<file path="src/rtl/scatter_point_blend_plotter_core_assert.svh">
// Assertion macros shared by the scatter plot blender RTL.
// No dependencies; included by the modules that carry checks.
`ifndef SCATTER_POINT_BLEND_PLOTTER_CORE_ASSERT_SVH
`define SCATTER_POINT_BLEND_PLOTTER_CORE_ASSERT_SVH

// same-cycle implication
`define SPBP_ASSERT_IMP(name, clk, rst_n, pre, post) \
	name: assert property (@(posedge clk) disable iff (!rst_n) (pre) |-> (post)) \
		else $error("spbp check failed");

// next-cycle implication
`define SPBP_ASSERT_NXT(name, clk, rst_n, pre, post) \
	name: assert property (@(posedge clk) disable iff (!rst_n) (pre) |=> (post)) \
		else $error("spbp check failed");

`endif

</file>
<file path="src/rtl/spbp_pkg.sv">
// Types, codes and helpers for the scatter plot blender.
// No dependencies; imported by every RTL module of the block.
`timescale 1ns / 1ps

package spbp_pkg;

	localparam int COORD_W  = 32;
	localparam int DIFF_W   = 33;
	localparam int SZ_W     = 9;
	localparam int Q_W      = 9;
	localparam int CNT_W    = 4;
	localparam int NUM_W    = COORD_W + SZ_W;
	localparam int COLOR_W  = 24;
	localparam int CH_W     = 8;
	localparam int IDX_W    = 16;
	localparam int PROD_W   = 2 * SZ_W;
	localparam int APB_DW   = 32;
	localparam int APB_AW   = 5;

	// func codes
	localparam logic [1:0] FN_PLOT  = 2'd0;
	localparam logic [1:0] FN_CLEAR = 2'd1;
	localparam logic [1:0] FN_READ  = 2'd2;

	// register indexes (byte address / 4)
	localparam logic [2:0] REG_X_LOW       = 3'd0;
	localparam logic [2:0] REG_X_HIGH      = 3'd1;
	localparam logic [2:0] REG_Y_LOW       = 3'd2;
	localparam logic [2:0] REG_Y_HIGH      = 3'd3;
	localparam logic [2:0] REG_PLOT_WIDTH  = 3'd4;
	localparam logic [2:0] REG_PLOT_HEIGHT = 3'd5;

	localparam logic [COORD_W-1:0] LOW_RST  = 32'h0000_0000;
	localparam logic [COORD_W-1:0] HIGH_RST = 32'h0001_0000;
	localparam logic [SZ_W-1:0]    SIZE_RST = 9'd256;

	typedef struct packed {
		logic [1:0]                func;
		logic signed [COORD_W-1:0] x_coord;
		logic signed [COORD_W-1:0] y_coord;
		logic [COLOR_W-1:0]        color;
		logic [IDX_W-1:0]          read_index;
	} cmd_word_t;

	typedef struct packed {
		logic [IDX_W-1:0] pixel_index;
		logic [CH_W-1:0]  red;
		logic [CH_W-1:0]  green;
		logic [CH_W-1:0]  blue;
	} res_word_t;

	typedef struct packed {
		logic signed [COORD_W-1:0] x_low;
		logic signed [COORD_W-1:0] x_high;
		logic signed [COORD_W-1:0] y_low;
		logic signed [COORD_W-1:0] y_high;
		logic [SZ_W-1:0]           plot_width;
		logic [SZ_W-1:0]           plot_height;
	} cfg_t;

	typedef enum logic [3:0] {
		ST_BOOT,
		ST_IDLE,
		ST_SUB,
		ST_MUL,
		ST_DIV,
		ST_AXIS,
		ST_INDEX,
		ST_FETCH,
		ST_MERGE,
		ST_WIPE,
		ST_DONE
	} ctrl_state_t;

	typedef struct packed {
		logic load;
		logic axis;
		logic sub;
		logic mul;
		logic take_axis;
		logic index;
		logic fetch;
		logic merge;
		logic wipe;
	} dp_cmd_t;

	typedef struct packed {
		logic div_busy;
		logic wipe_last;
	} dp_sts_t;

	function automatic logic [CH_W-1:0] half_blend(input logic [CH_W-1:0] a,
		input logic [CH_W-1:0] b);
		half_blend = {1'b0, a[CH_W-1:1]} + {1'b0, b[CH_W-1:1]};
	endfunction

endpackage

</file>
<file path="src/rtl/spbp_ctrl.sv">
// Sequencer for the blender: steps the datapath through plot, read and clear.
// Depends on spbp_pkg and the assertion header.
`timescale 1ns / 1ps
`include "scatter_point_blend_plotter_core_assert.svh"

module spbp_ctrl (
	input  logic              clk,
	input  logic              arst_n,
	input  logic              cmd_valid,
	input  logic [1:0]        cmd_func,
	input  logic              out_free,
	input  spbp_pkg::dp_sts_t sts,
	output spbp_pkg::dp_cmd_t cmd,
	output logic              stall,
	output logic              load_out
);
	import spbp_pkg::*;

	ctrl_state_t st_q, st_d;
	logic        axis_q;

	always_ff @(posedge clk or negedge arst_n) begin
		if (!arst_n) begin
			st_q   <= ST_BOOT;
			axis_q <= 1'b0;
		end else begin
			st_q <= st_d;
			if (st_q == ST_IDLE) begin
				axis_q <= 1'b0;
			end else if (st_q == ST_AXIS) begin
				axis_q <= 1'b1;
			end
		end
	end

	// next state
	always_comb begin
		st_d = st_q;
		case (st_q)
			ST_BOOT: begin
				if (sts.wipe_last) st_d = ST_IDLE;
			end
			ST_IDLE: begin
				if (cmd_valid) begin
					case (cmd_func)
						FN_PLOT:  st_d = ST_SUB;
						FN_CLEAR: st_d = ST_WIPE;
						FN_READ:  st_d = ST_FETCH;
						default:  st_d = ST_MERGE;
					endcase
				end
			end
			ST_SUB:   st_d = ST_MUL;
			ST_MUL:   st_d = ST_DIV;
			ST_DIV: begin
				if (!sts.div_busy) st_d = ST_AXIS;
			end
			ST_AXIS:  st_d = axis_q ? ST_INDEX : ST_SUB;
			ST_INDEX: st_d = ST_FETCH;
			ST_FETCH: st_d = ST_MERGE;
			ST_MERGE: st_d = ST_DONE;
			ST_WIPE: begin
				if (sts.wipe_last) st_d = ST_MERGE;
			end
			ST_DONE: begin
				if (out_free) st_d = ST_IDLE;
			end
			default:  st_d = ST_IDLE;
		endcase
	end

	// outputs
	always_comb begin
		cmd       = '0;
		cmd.axis  = axis_q;
		stall     = 1'b1;
		load_out  = 1'b0;
		case (st_q)
			ST_BOOT:  cmd.wipe = 1'b1;
			ST_IDLE: begin
				stall    = 1'b0;
				cmd.load = cmd_valid;
			end
			ST_SUB:   cmd.sub = 1'b1;
			ST_MUL:   cmd.mul = 1'b1;
			ST_AXIS:  cmd.take_axis = !sts.div_busy;
			ST_INDEX: cmd.index = 1'b1;
			ST_FETCH: cmd.fetch = 1'b1;
			ST_MERGE: cmd.merge = 1'b1;
			ST_WIPE:  cmd.wipe = 1'b1;
			ST_DONE:  load_out = out_free;
			default:  stall = 1'b1;
		endcase
	end

	`SPBP_ASSERT_IMP(a_div_free, clk, arst_n, cmd.mul, !sts.div_busy)
	`SPBP_ASSERT_NXT(a_leave_idle, clk, arst_n, st_q == ST_IDLE && cmd_valid, st_q != ST_IDLE)
	`SPBP_ASSERT_NXT(a_second_axis, clk, arst_n, st_q == ST_AXIS && !axis_q,
		st_q == ST_SUB && axis_q)

endmodule

</file>
<file path="config.mk">
export PLATFORM = sky130hd
export DESIGN_NAME = spbp_ctrl
export DESIGN_NICKNAME = d
export VERILOG_FILES = /design/src/rtl/spbp_pkg.sv /design/src/rtl/spbp_ctrl.sv
export VERILOG_INCLUDE_DIRS = /design/src /design/src/rtl
export SDC_FILE = /design/constraint.sdc
export NUM_CORES = 1
export LEC_CHECK = 0
export BUFFER_PORTS_ARGS = -buffer_cell sky130_fd_sc_hd__buf_2
export CAP_MARGIN = 10
export CORE_AREA = 10 10 47 49
export CTS_BUF_LIST = sky130_fd_sc_hd__clkbuf_8
export DETAILED_ROUTE_END_ITERATION = 8
export DIE_AREA = 0 0 57 59
export PLACE_DENSITY = 0.69
export SLEW_MARGIN = 30
export SYNTH_ARGS = -nofsm -noshare
export SYNTH_HDL_FRONTEND = slang
export SYNTH_SLANG_ARGS = --single-unit
</file>
<file path="constraint.sdc">
create_clock -name clk -period 2.3 [get_ports clk]
set_input_delay 0.575 -clock clk [delete_from_list [all_inputs] [get_ports clk]]
set_output_delay 0.575 -clock clk [all_outputs]
set_load 0.005 [all_outputs]
</file>
Word-level counts from Yosys, hierarchy flattened
Cells that the tools add are included.
{"block": "op_classes", "reduce_logical": 6, "n_eq_ne": 17, "muxes": 20}
{"operator": "4-bit case mux with 11 select lines", "n": 1}
{"operator": "4-bit 2-to-1 mux", "n": 5}
{"operator": "4-bit by 3-bit equality test with 1-bit output (second input constant)", "n": 4}
{"operator": "4-bit equality test (second input constant)", "n": 3}
{"operator": "1-bit 2-to-1 mux", "n": 12}
{"operator": "4-bit case mux with 3 select lines", "n": 1}
{"operator": "2-bit inequality test (second input constant)", "n": 5}
{"operator": "4-bit by 2-bit equality test with 1-bit output (second input constant)", "n": 2}
{"operator": "5-bit AND reduction", "n": 1}
{"operator": "4-bit by 1-bit equality test with 1-bit output (second input constant)", "n": 1}
{"operator": "4-bit logical NOT", "n": 1}
{"operator": "3-bit 2-to-1 mux", "n": 1}
{"operator": "2-bit by 1-bit equality test with 1-bit output (second input constant)", "n": 1}
{"operator": "2-bit equality test (second input constant)", "n": 1}
{"operator": "2-bit logical NOT", "n": 1}
{"operator": "2-bit nonzero test", "n": 1}
{"operator": "2-bit OR reduction", "n": 1}
{"operator": "1-bit logical NOT", "n": 1}
{"block": "totals", "register_bits": 5, "out_inout_bits": 11, "input_bits": 8, "elab_cells": 45}

Logic depth before layout (Yosys ltp)
Gate-level depths: netlist of the first run.
{"block": "logic_depth", "word_depth": 4, "depth_mapped": 6}

Least setup slack after synthesis of the first run
Ideal clock, no wire load.
{"block": "synth_timing", "path_kind": "reg2out", "start": "register st_q[3]", "end": "output port cmd[8] (netlist bit)", "path_slack_ps": 609, "path_buffers": 2, "path_stages_with_launch": 5, "t_arrival_ps": 1116, "required_ps": 1725, "cell_sequence": "dfrtp_1 > buf_6 > buf_6 > or3_1 > nor2_1"}
{"element": "start, declared", "line": "spbp_ctrl.sv:19", "rtl": "ctrl_state_t st_q, st_d;"}
{"element": "start signal, assigned", "line": "spbp_ctrl.sv:27", "rtl": "st_q <= st_d;"}
{"element": "end, declared", "line": "spbp_ctrl.sv:13", "rtl": "output spbp_pkg::dp_cmd_t cmd,"}

==> impl_results.md, run 1 <==
- Required time worst endpoint: between 1.5 and 2 ns
- Final number of setup-violating endpoints: 0
- DIE AREA: between 3000 and 4000 um2
- Remaining global-route overflow: 0
- Synthesized flop and latch total: 5
- Crit Path Class: reg -> out
- Deepest level of the CTS H-tree: 1
- Post-layout power: between 0.8 and 0.9 mW
- Cell count of the worst reg-to-reg path: 4
- Top area cells in the synthesized netlist: sky130_fd_sc_hd__dfrtp_1, sky130_fd_sc_hd__ha_1, sky130_fd_sc_hd__nor2_1
- Clock root buffer master: sky130_fd_sc_hd__clkbuf_8
- Number of enable flip-flop cells after synthesis: 0
- Via-to-Cell Ratio: approximately 5
- Final Max Tran Viols: 0
- Tightest slew margin relative to the limit: 0.6901
- Worst path cell trace: or3_1 -> nor2_1 -> buf_2
- Core footprint: around 1400 um2
- Post-cts hold buffer count: 0
- Resized Gates After CTS: 0
- Startpoint type of the worst setup path: flip-flop
- Nature of the critical path endpoint: output pin
- Worst Hold Class: in -> async
- Antenna-violating nets left: 0
- Vias post-DR: 524
- TritonCTS Buffers: 3
- Measured slew at the worst slew-check pin: 0.4649 ns
- Max-Cap Viols: 0
- Terminus of the critical flop-to-flop path: st_q[0]
- Post-synth top area share: 0.2146
- Portion of netlist area occupied by mux cells: 0.06867
- IR Drop Worst-Case VDD: 0.3762 mV
- Reg2Reg Setup Slack: 0.51 ns
- Final HPWL DP: between 1 and 1.5 mm
- Layout cell share with drive strength beyond 1: 0.3488
- Adder-cell share of the synthesized area: 0.08584
- Skew final: around 0.0011 ns
- Clock slew at reported path FFs: ~0.030 ns
- Longest individual stage delay on the worst path: 0.54 ns
- RSZ-0062 raised after global routing: no
- Bufs on Longest Clock Path: 2
- Antenna violations before repair: 0
- Global routing usage summed across all routing layers: 0.08050
- Insertion delay of the later-clocked pin in the worst-skew pair: around 0.22 ns
- Reg2Reg Launch Point: st_q[3]
- Post-Synth Simple-Gate Area: 0.2918
- Post-Route Hold Slack: approximately 0.15 ns
- Number of distinct library cell variants in the gate-level netlist after synthesis: 28
- CP Max Fanout: 16
- Starting density of the core: 0.4161
- Most frequently used flop master after synthesis: sky130_fd_sc_hd__dfrtp_1
- Leakage power total: about 0.34 nW
- Fillers: between 100 and 150
- Buffers on Ports: 18
- Via count of the first global-routing pass: around 520
- Top-level port count: 19
- Diodes inserted: 0
- Overall die width: about 57 um
- Biggest area consumer among synthesized cells: sky130_fd_sc_hd__dfrtp_1
- Power density of the placed cells: between 1000 and 1500 nW/um2
- Most frequent cells after synthesis: sky130_fd_sc_hd__nor2_1, sky130_fd_sc_hd__nor3_1, sky130_fd_sc_hd__dfrtp_1, sky130_fd_sc_hd__inv_1, sky130_fd_sc_hd__nand2b_1
- Total iterations of the first detailed-routing run: 3
- Highest clock rate: just over 500 MHz
- Sum Neg Setup Slack: 0 ns
- Remaining routing DRC violations: 0
- Status: finished clean
- Cell area after synthesis: just under 600 um2
- Worst-case setup margin in the final layout: roughly 0.31 ns
- Fraction of the cycle the final worst path needs: 0.8642
- Clock tree sinks: 5
- Wire length of the first global-routing pass: roughly 2.2 mm
- Maximum number of pins on one net before global-route repair: 17
- Yosys warning total: 0
- DRT Wirelength: about 1.4 mm
- Pre-CTS WS: 0.5342 ns
- TritonCTS clock tree: built
- Number of cells produced by synthesis: a little under 70
- Final #Nets: 99
- Routed length per instance: 13.34 um
- Slowest stage cell, crit path: sky130_fd_sc_hd__dfrtp_1
- Parity-gate share of the synthesized area counting xor and xnor cells: 0.01502
- Final instance area: about 700 um2
- Sequential area share after synthesis: 0.2146
- Dominant combinational cell family by area after synthesis: simple AND/OR/NAND/NOR gates
- Total number of placement rows: 14
- Y dimension of the die: around 59 um
- Synthesized-area fraction occupied by ao, oa, aoi and oai cells: 0.1953
- Minimum clock period after layout: 1.988 ns
- Critical path arrival: around 1.4 ns
- Synthesized Nets: 80
- Setup bufs post-CTS: 0
- Final weighted congestion in routability-driven placement: roughly 0.76
- Final count of hold timing violations: 0
- Mean instance size in the synthesized netlist: roughly 8.6 um2
- Synth async-reset ratio: 1.000
- Layout area overhead: 19.53%
- Placed cell areas: about 650 um2
- Library cell with the highest instance count after synthesis: sky130_fd_sc_hd__nor2_1
- Number of violations reported at the end of detailed-routing iteration 0: 7
[area by class of cell]
type / count / area (um2) / share of cell area
Timing Repair Buffer: 20 / 105.1 / 0.1508
Clock buffer: 3 / 41.29 / 0.05925
Clock inverter: 1 / 3.754 / 0.005386
Inverter: 5 / 18.77 / 0.02693
Sequential cell: 5 / 125.1 / 0.1795
Multi-Input combinational cell: 52 / 382.9 / 0.5494
Tap cell: 16 / 20.02 / 0.02873
[cell families after synthesis]
logic type      Yosys count
flops                     5
simple gates             29
compound gates           15
buf+inv                  11
mux                       3
fa+ha+maj                 4
xor+xnor                  1
[worst max-delay path, delay by kind of cell, from the launching register on]
kind                   cells  cell delay (ns)
flip-flops                 1             0.54
buffers and inverters      1             0.11
AND/OR/NAND/NOR            2             0.54
[sequential cells by signal, indices dropped and copies added (netlist names)]
register / flops
st_q: 4
axis_q: 1
[through the flow]
step,util,instances
6_report,0.4973,102
5_1_grt,0.4973,102
4_1_cts,0.4973,102
3_5_place_dp,0.4652,98
3_3_place_gp,0.4652,98
2_1_floorplan,-,68
[per-layer routing]
metal | global-route usage | vias up | wire, um
li1 | - | 270 | -
met1 | 0.08596 | 240 | 580
met2 | 0.1364 | 12 | 684
met3 | 0.02361 | 2 | 74
met4 | 0.05034 | 0 | 22
met5 | 0 | - | 0
[placed cells by master (no fill, tap or decap), types with 2 or more instances in the layout]
master                      n
sky130_fd_sc_hd__a21oi_1    4
sky130_fd_sc_hd__buf_2     18
sky130_fd_sc_hd__buf_4      2
sky130_fd_sc_hd__clkbuf_8   3
sky130_fd_sc_hd__dfrtp_1    5
sky130_fd_sc_hd__ha_1       4
sky130_fd_sc_hd__inv_1      6
sky130_fd_sc_hd__mux2_4     2
sky130_fd_sc_hd__nand2b_1   5
sky130_fd_sc_hd__nor2_1    10
sky130_fd_sc_hd__nor3_1     6
sky130_fd_sc_hd__o21ai_0    3
sky130_fd_sc_hd__o22ai_1    2
sky130_fd_sc_hd__or3_4      2
[worst max path at each step]
stage / end / startpoint / cells after the start
4_1_cts: cmd[8] / st_q[3] / 3
3_3_place_gp: st_q[0] / st_q[2] / 4
5_1_grt: cmd[2] / st_q[2] / 3
3_5_place_dp: st_q[0] / st_q[3] / 4
2_1_floorplan: cmd[8] / st_q[3] / 4
6_report: cmd[8] / st_q[3] / 3
[power breakdown]
part / switching, mW / total (mW) / internal (mW)
clock: 0.0452 / 0.160 / 0.115
sequential: 0.0576 / 0.182 / 0.124
combinational: 0.261 / 0.523 / 0.262
total: 0.364 / 0.864 / 0.501
Note: power is estimated with default switching activity, not from simulation.
==> run 2: changes to the inputs <==
Settings changed: BUFFER_PORTS_ARGS -buffer_cell sky130_fd_sc_hd__buf_2 to -buffer_cell sky130_fd_sc_hd__clkbuf_2, CAP_MARGIN 10 to 20, RECOVER_POWER set to 100.
==> impl_results.md, run 2 (same netlist as run 1, synthesis figures left out) <==
- Status: finished clean
- Routed length per instance: 14.15 um (+6.0%)
- Top Usage Layer GRT: met2
- Clock network power share: 0.189 (+0.004)
- Wire length of the first global-routing pass: 2.249 mm (+0.63%)
- Minimum clock period after layout: 2.000 ns (+0.01234 ns)
- Number of violations reported at the end of detailed-routing iteration 0: 4 (-3)
- IR Drop Worst-Case VDD: 0.3581 mV (-4.8%)
- Critical path arrival: 1.43 ns (+0.02 ns)
- Via-to-Cell Ratio: 5.412 (+5.3%)
- Remaining routing DRC violations: 0 (unchanged)
- Switching part of the total: 0.4292 (+0.008371)
- Layout area overhead: 14.59%
- Via count of the first global-routing pass: 520 (-0.76%)
- Final Max Tran Viols: 0 (unchanged)
- Cell count of the worst reg-to-reg path: 4 (unchanged)
- Sum Neg Setup Slack: 0 ns (unchanged)
- CP Max Fanout: 16 (unchanged)
- Required time worst endpoint: 1.73 ns (about the same)
- Antenna violations before repair: 0 (unchanged)
- Fraction of the cycle the final worst path needs: 0.8696 (+0.005364)
- Commonest non-fill, non-tap cell in the layout: sky130_fd_sc_hd__clkbuf_2
- Clock tree sinks: 5 (unchanged)
- Final number of setup-violating endpoints: 0 (unchanged)
- Met1 track demand over resource: 0.07729 (-0.008662)
- Nature of the critical path endpoint: output pin
- Maximum number of pins on one net before global-route repair: 17 (unchanged)
- Startpoint type of the worst setup path: flip-flop
- Max reg flops: 4 (unchanged)
- Tightest slew margin relative to the limit: 0.6637 (-0.02633)
- DIE AREA: 3363 um2 (unchanged)
- Layout cell share with drive strength beyond 1: 0.2558 (-0.09302)
- GR Util met2: 0.1535 (+0.01705)
- Skew final: 0.0006427 ns (-0.0004903 ns)
- Post-layout power: 0.8292 mW (-4.1%)
- Core footprint: 1401 um2 (unchanged)
- Global-route met3 utilization: 0.02575 (+0.002146)
- Post-cts hold buffer count: 0 (unchanged)
- RSZ-0062 raised after global routing: no
- Top-level port count: 19 (unchanged)
- Final #Nets: 99 (unchanged)
- Crit Path Class: reg -> out
- Largest registers: st_q x4, axis_q x1
- Remaining global-route overflow: 0 (unchanged)
- Clock slew at reported path FFs: 0.03 ns (about the same)
- Highest clock rate: 500.0 MHz (-0.62%)
- Max-Cap Viols: 0 (unchanged)
- Global routing usage summed across all routing layers: 0.08261 (+0.002104)
- Overall die width: 57 um (unchanged)
- Y dimension of the die: 59 um (unchanged)
- Most frequent cells in the layout: sky130_fd_sc_hd__clkbuf_2, sky130_fd_sc_hd__nor2_1, sky130_fd_sc_hd__clkbuf_1, sky130_fd_sc_hd__nor3_1, sky130_fd_sc_hd__inv_1
- Worst Hold Class: in -> async
- Bufs on Longest Clock Path: 2 (unchanged)
- Antenna-violating nets left: 0 (unchanged)
- Internal Dissipation: 0.4733 mW (-5.4%)
- Total number of placement rows: 14 (unchanged)
- Vias post-DR: 552 (+5.3%)
- Proportion of power drawn by combinational gates: 0.592 (-0.013)
- Final HPWL DP: 1.129 mm (+7.2%)
- Starting density of the core: 0.4161 (unchanged)
- Reg2Reg Setup Slack: 0.41 ns (-0.10 ns)
- Diodes inserted: 0 (unchanged)
- Leakage power total: 0.3113 nW (-9.1%)
- Clock root buffer master: sky130_fd_sc_hd__clkbuf_8
- Buffers on Ports: 18 (unchanged)
- Total iterations of the first detailed-routing run: 4 (+1)
- DRT Wirelength: 1.443 mm (+6.0%)
- Final count of hold timing violations: 0 (unchanged)
- Setup bufs post-CTS: 0 (unchanged)
- Final weighted congestion in routability-driven placement: 0.7656 (+1.4%)
- TritonCTS clock tree: built
- Power density of the placed cells: 1241 nW/um2 (about the same)
- Insertion delay of the later-clocked pin in the worst-skew pair: 0.22 ns (about the same)
- Share of power burned in registers: 0.219 (+0.009)
- Post-Route Hold Slack: 0.2031 ns (+0.04858 ns)
- Register ranked first by flip-flop count: st_q
- Resized Gates After CTS: 0 (unchanged)
- Switching power: 0.3559 mW (-2.1%)
- Deepest level of the CTS H-tree: 1 (unchanged)
- Measured slew at the worst slew-check pin: 0.5044 ns (+0.03949 ns)
- TritonCTS Buffers: 3 (unchanged)
## run 2: path summary, 6_finish.rpt
check	start	to
setup / recovery	st_q[3]	cmd[8]
hold / removal	arst_n	axis_q
setup reg to reg	st_q[3]	st_q[1]
hold reg to reg	axis_q	axis_q
max in group asynchronous	arst_n	st_q[1]
min in group clk	axis_q	axis_q
## run 2: worst max-delay path: stages, from the launching register on
cell                       delay [ns]
sky130_fd_sc_hd__dfrtp_1         0.54
sky130_fd_sc_hd__or3_1           0.46
sky130_fd_sc_hd__nor2_1          0.09
sky130_fd_sc_hd__clkbuf_1        0.12
## run 2: area by class of cell
class | count | area [um2]
Fill cell | 154 | 733.2
Multi-Input combinational cell | 52 | 365.4
Sequential cell | 5 | 125.1
Timing Repair Buffer | 20 | 93.84
Clock buffer | 3 | 41.29
Tap cell | 16 | 20.02
Inverter | 5 | 18.77
Clock inverter | 1 | 3.754
## run 2: power by group through the flow
stage | clock, mW | sequential (mW) | combinational [mW]
finish | 0.157 | 0.181 | 0.491
global route | 0.167 | 0.185 | 0.541
CTS | 0.159 | 0.182 | 0.538
detailed placement | 0 | 0.183 | 0.533
global placement | 0 | 0.179 | 0.527
floorplan | 0 | 0.154 | 0.460
## run 2: through the flow
| stage | util | cell area (um2) | setup WS (ns) | instances |
|---|---|---|---|---|
| 3_3_place_gp | 0.4652 | 651.9 | 0.5433 | 98 |
| 4_1_cts | 0.4973 | 696.9 | 0.3050 | 102 |
| 5_1_grt | 0.4768 | 668.1 | 0.2112 | 102 |
| 2_1_floorplan | - | 583.1 | 0.6088 | 68 |
| 3_5_place_dp | 0.4652 | 651.9 | 0.5097 | 98 |
| 6_report | 0.4768 | 668.1 | 0.3000 | 102 |
## run 2: routing by layer
| layer | wire length [um] | vias to the layer above |
|---|---|---|
| met5 | 0 | - |
| met4 | 28 | 0 |
| met3 | 91 | 4 |
| met2 | 764 | 16 |
| met1 | 558 | 255 |
| li1 | - | 277 |
==> run 3: changes to the inputs <==
Settings changed: ABC_AREA set to 1, PLACE_DENSITY 0.69 to 0.66.
==> impl_results.md, run 3 <==
- Number of distinct library cell variants in the gate-level netlist after synthesis: 17 (-39%)
- Via-to-Cell Ratio: 4.651 (-14%)
- Placed cell areas: 639.4 um2 (-1.9%)
- Remaining routing DRC violations: 0 (unchanged)
- CP Max Fanout: 6 (-10)
- TritonCTS clock tree: built
- Measured slew at the worst slew-check pin: 0.3185 ns (-0.1859 ns)
- Number of enable flip-flop cells after synthesis: 0 (unchanged)
- Mean instance size in the synthesized netlist: 6.089 um2 (-29%)
- Buffers on Ports: 18 (unchanged)
- Final Max Tran Viols: 0 (unchanged)
- Final weighted congestion in routability-driven placement: 0.8319 (+8.7%)
- Sequential area share after synthesis: 0.2283 (+0.01372)
- Leakage power total: 0.4209 nW (+35%)
- Post-layout utilization of the core: 0.4732 (-0.003572)
- Post-layout power: 0.7395 mW (-11%)
- Antenna-violating nets left: 0 (unchanged)
- Maximum number of pins on one net before global-route repair: 9 (-8)
- Insertion delay of the later-clocked pin in the worst-skew pair: 0.23 ns (about the same)
- Final count of hold timing violations: 0 (unchanged)
- Remaining global-route overflow: 0 (unchanged)
- Synthesized flop and latch total: 5 (unchanged)
- Max-Cap Viols: 0 (unchanged)
- Library cell with the highest instance count after synthesis: sky130_fd_sc_hd__nand2_1
- DRT Wirelength: 1.479 mm (+2.5%)
- Post-Route Hold Slack: 0.1975 ns (-0.005555 ns)
- Top area cells in the synthesized netlist: sky130_fd_sc_hd__dfrtp_1, sky130_fd_sc_hd__nand2_1, sky130_fd_sc_hd__inv_1
- Deepest level of the CTS H-tree: 1 (unchanged)
- Core footprint: 1401 um2 (unchanged)
- Startpoint type of the worst setup path: flip-flop
- Critical path arrival: 1.43 ns (about the same)
- Fillers: 161 (+4.5%)
- Register ranked first by flip-flop count: st_q
- Clock root buffer master: sky130_fd_sc_hd__clkbuf_8
- Nature of the critical path endpoint: output pin
- Worst Hold Class: in -> async
- Number of violations reported at the end of detailed-routing iteration 0: 14 (+10)
- Final instance area: 663.1 um2 (-0.75%)
- Skew final: 0.006160 ns (+0.005517 ns)
- Synth async-reset ratio: 1.000 (unchanged)
- DIE AREA: 3363 um2 (unchanged)
- Top-level port count: 19 (unchanged)
- Tightest slew margin relative to the limit: 0.7869 (+0.1231)
- Wire length of the first global-routing pass: 2.470 mm (+9.8%)
- Resized Gates After CTS: 0 (unchanged)
- Most frequently used flop master after synthesis: sky130_fd_sc_hd__dfrtp_1
- Yosys warning total: 0 (unchanged)
- Diodes inserted: 0 (unchanged)
- Post-synth top area share: 0.2283 (+0.01372)
- TritonCTS Buffers: 3 (unchanged)
- Final HPWL DP: 1.272 mm (+13%)
- Most frequent cells after synthesis: sky130_fd_sc_hd__nand2_1, sky130_fd_sc_hd__inv_1, sky130_fd_sc_hd__nor2_1
- Total iterations of the first detailed-routing run: 4 (unchanged)
- IR Drop Worst-Case VDD: 0.4734 mV (+32%)
- Biggest area consumer among synthesized cells: sky130_fd_sc_hd__dfrtp_1
- Highest clock rate: 498.2 MHz (-0.36%)
- Largest registers: st_q x4, axis_q x1
- Clock slew at reported path FFs: 0.04 ns (about the same)
- Cell area after synthesis: 548.0 um2 (-6.0%)
- Commonest non-fill, non-tap cell in the layout: sky130_fd_sc_hd__nand2_1
- Synthesized Nets: 102 (+28%)
- Via count of the first global-routing pass: 588 (+13%)
- Routed length per instance: 11.74 um (-17%)
- Overall die width: 57 um (unchanged)
- Starting density of the core: 0.3911 (-0.02500)
- Bufs on Longest Clock Path: 2 (unchanged)
- Total number of placement rows: 14 (unchanged)
- Number of cells produced by synthesis: 90 (+32%)
- Reg2Reg Setup Slack: 0.92 ns (+0.51 ns)
- Layout cell share with drive strength beyond 1: 0.2091 (-0.04672)
- Most frequent cells in the layout: sky130_fd_sc_hd__nand2_1, sky130_fd_sc_hd__inv_1, sky130_fd_sc_hd__nor2_1, sky130_fd_sc_hd__clkbuf_2, sky130_fd_sc_hd__nand3_1
- Crit Path Class: reg -> out
- Sum Neg Setup Slack: 0 ns (unchanged)
- Max reg flops: 4 (unchanged)
- Global routing usage summed across all routing layers: 0.08996 (+0.007352)
- Required time worst endpoint: 1.73 ns (about the same)
- Layout area overhead: 21.00%
- Status: finished clean
- Start point of the critical path: st_q[3]
- Clock tree sinks: 5 (unchanged)
- Y dimension of the die: 59 um (unchanged)
- Power density of the placed cells: 1115 nW/um2 (-10%)
- Reg2Reg Launch Point: st_q[2]
- Minimum clock period after layout: 2.007 ns (+0.007304 ns)
- Final number of setup-violating endpoints: 0 (unchanged)
- Setup bufs post-CTS: 0 (unchanged)
- Vias post-DR: 586 (+6.2%)
- Fraction of the cycle the final worst path needs: 0.8728 (+0.003176)
- RSZ-0062 raised after global routing: no
- Antenna violations before repair: 0 (unchanged)
- Post-cts hold buffer count: 0 (unchanged)
- Final #Nets: 123 (+24%)
[run 3: changes by cell type in the layout (fill, tap and decap cells not counted), moves of 3 or more]
cell | before | now
sky130_fd_sc_hd__a21oi_1 | 4 | 1
sky130_fd_sc_hd__clkbuf_1 | 7 | 4
sky130_fd_sc_hd__inv_1 | 6 | 17
sky130_fd_sc_hd__nand2b_1 | 5 | 0
sky130_fd_sc_hd__nor3_1 | 6 | 1
sky130_fd_sc_hd__nand2_1 | 1 | 27
sky130_fd_sc_hd__nor2_1 | 10 | 15
sky130_fd_sc_hd__inv_2 | 0 | 3
sky130_fd_sc_hd__nand3_1 | 0 | 8
[run 3: metal layers]
metal  up-vias  GRT usage  wire, um
li1        309          -         -
met1       256     0.1013       639
met2        19     0.1442       691
met3         2    0.03219       123
met4         0    0.05034        25
met5         -          0         0
[run 3: metrics by stage]
| step | setup WS (ns) | instances |
|---|---|---|
| 2_1_floorplan | 0.7660 | 90 |
| 3_3_place_gp | 0.6025 | 122 |
| 3_5_place_dp | 0.5900 | 122 |
| 4_1_cts | 0.3449 | 126 |
| 5_1_grt | 0.1634 | 126 |
| 6_report | 0.2927 | 126 |
[run 3: layout make-up]
type	instances	area (um2)	area share
multi-input cells	64	316.6	0.4774
well taps	16	20.02	0.03019
repair buffers	18	85.08	0.1283
clock buffers	3	41.29	0.06226
inverters	19	71.32	0.1075
clock inverters	1	3.754	0.005660
flip-flops and latches	5	125.1	0.1887
[run 3: worst max-delay path: stages, from the launching register on]
cell	delay [ns]
sky130_fd_sc_hd__dfrtp_1	0.43
sky130_fd_sc_hd__nor2_1	0.24
sky130_fd_sc_hd__inv_1	0.12
sky130_fd_sc_hd__nor2_4	0.13
sky130_fd_sc_hd__inv_1	0.08
sky130_fd_sc_hd__nor2_1	0.09
sky130_fd_sc_hd__clkbuf_1	0.12
[run 3: worst paths after layout]
path                           end  cells after the start
max                         cmd[8]                      6
min                         axis_q                      1
max reg2reg                st_q[1]                      7
min reg2reg                 axis_q                      2
max in group asynchronous  st_q[1]                      1
min in group clk            axis_q                      2
[run 3: cells by family after synthesis]
kind of cell,Yosys count,synth area share
AO/OA/AOI/OAI,5,0.05708
adder cells (fa/ha/maj),4,0.09133
AND/OR/NAND/NOR,55,0.4589
buffers and inverters,21,0.1644
flip-flops,5,0.2283
[run 3: where the power goes]
part / internal (mW) / leakage (nW) / switching [mW]
combinational: 0.142 / 0.329 / 0.261
sequential: 0.121 / 0.0648 / 0.0496
clock: 0.115 / 0.0269 / 0.0499
total: 0.379 / 0.421 / 0.361
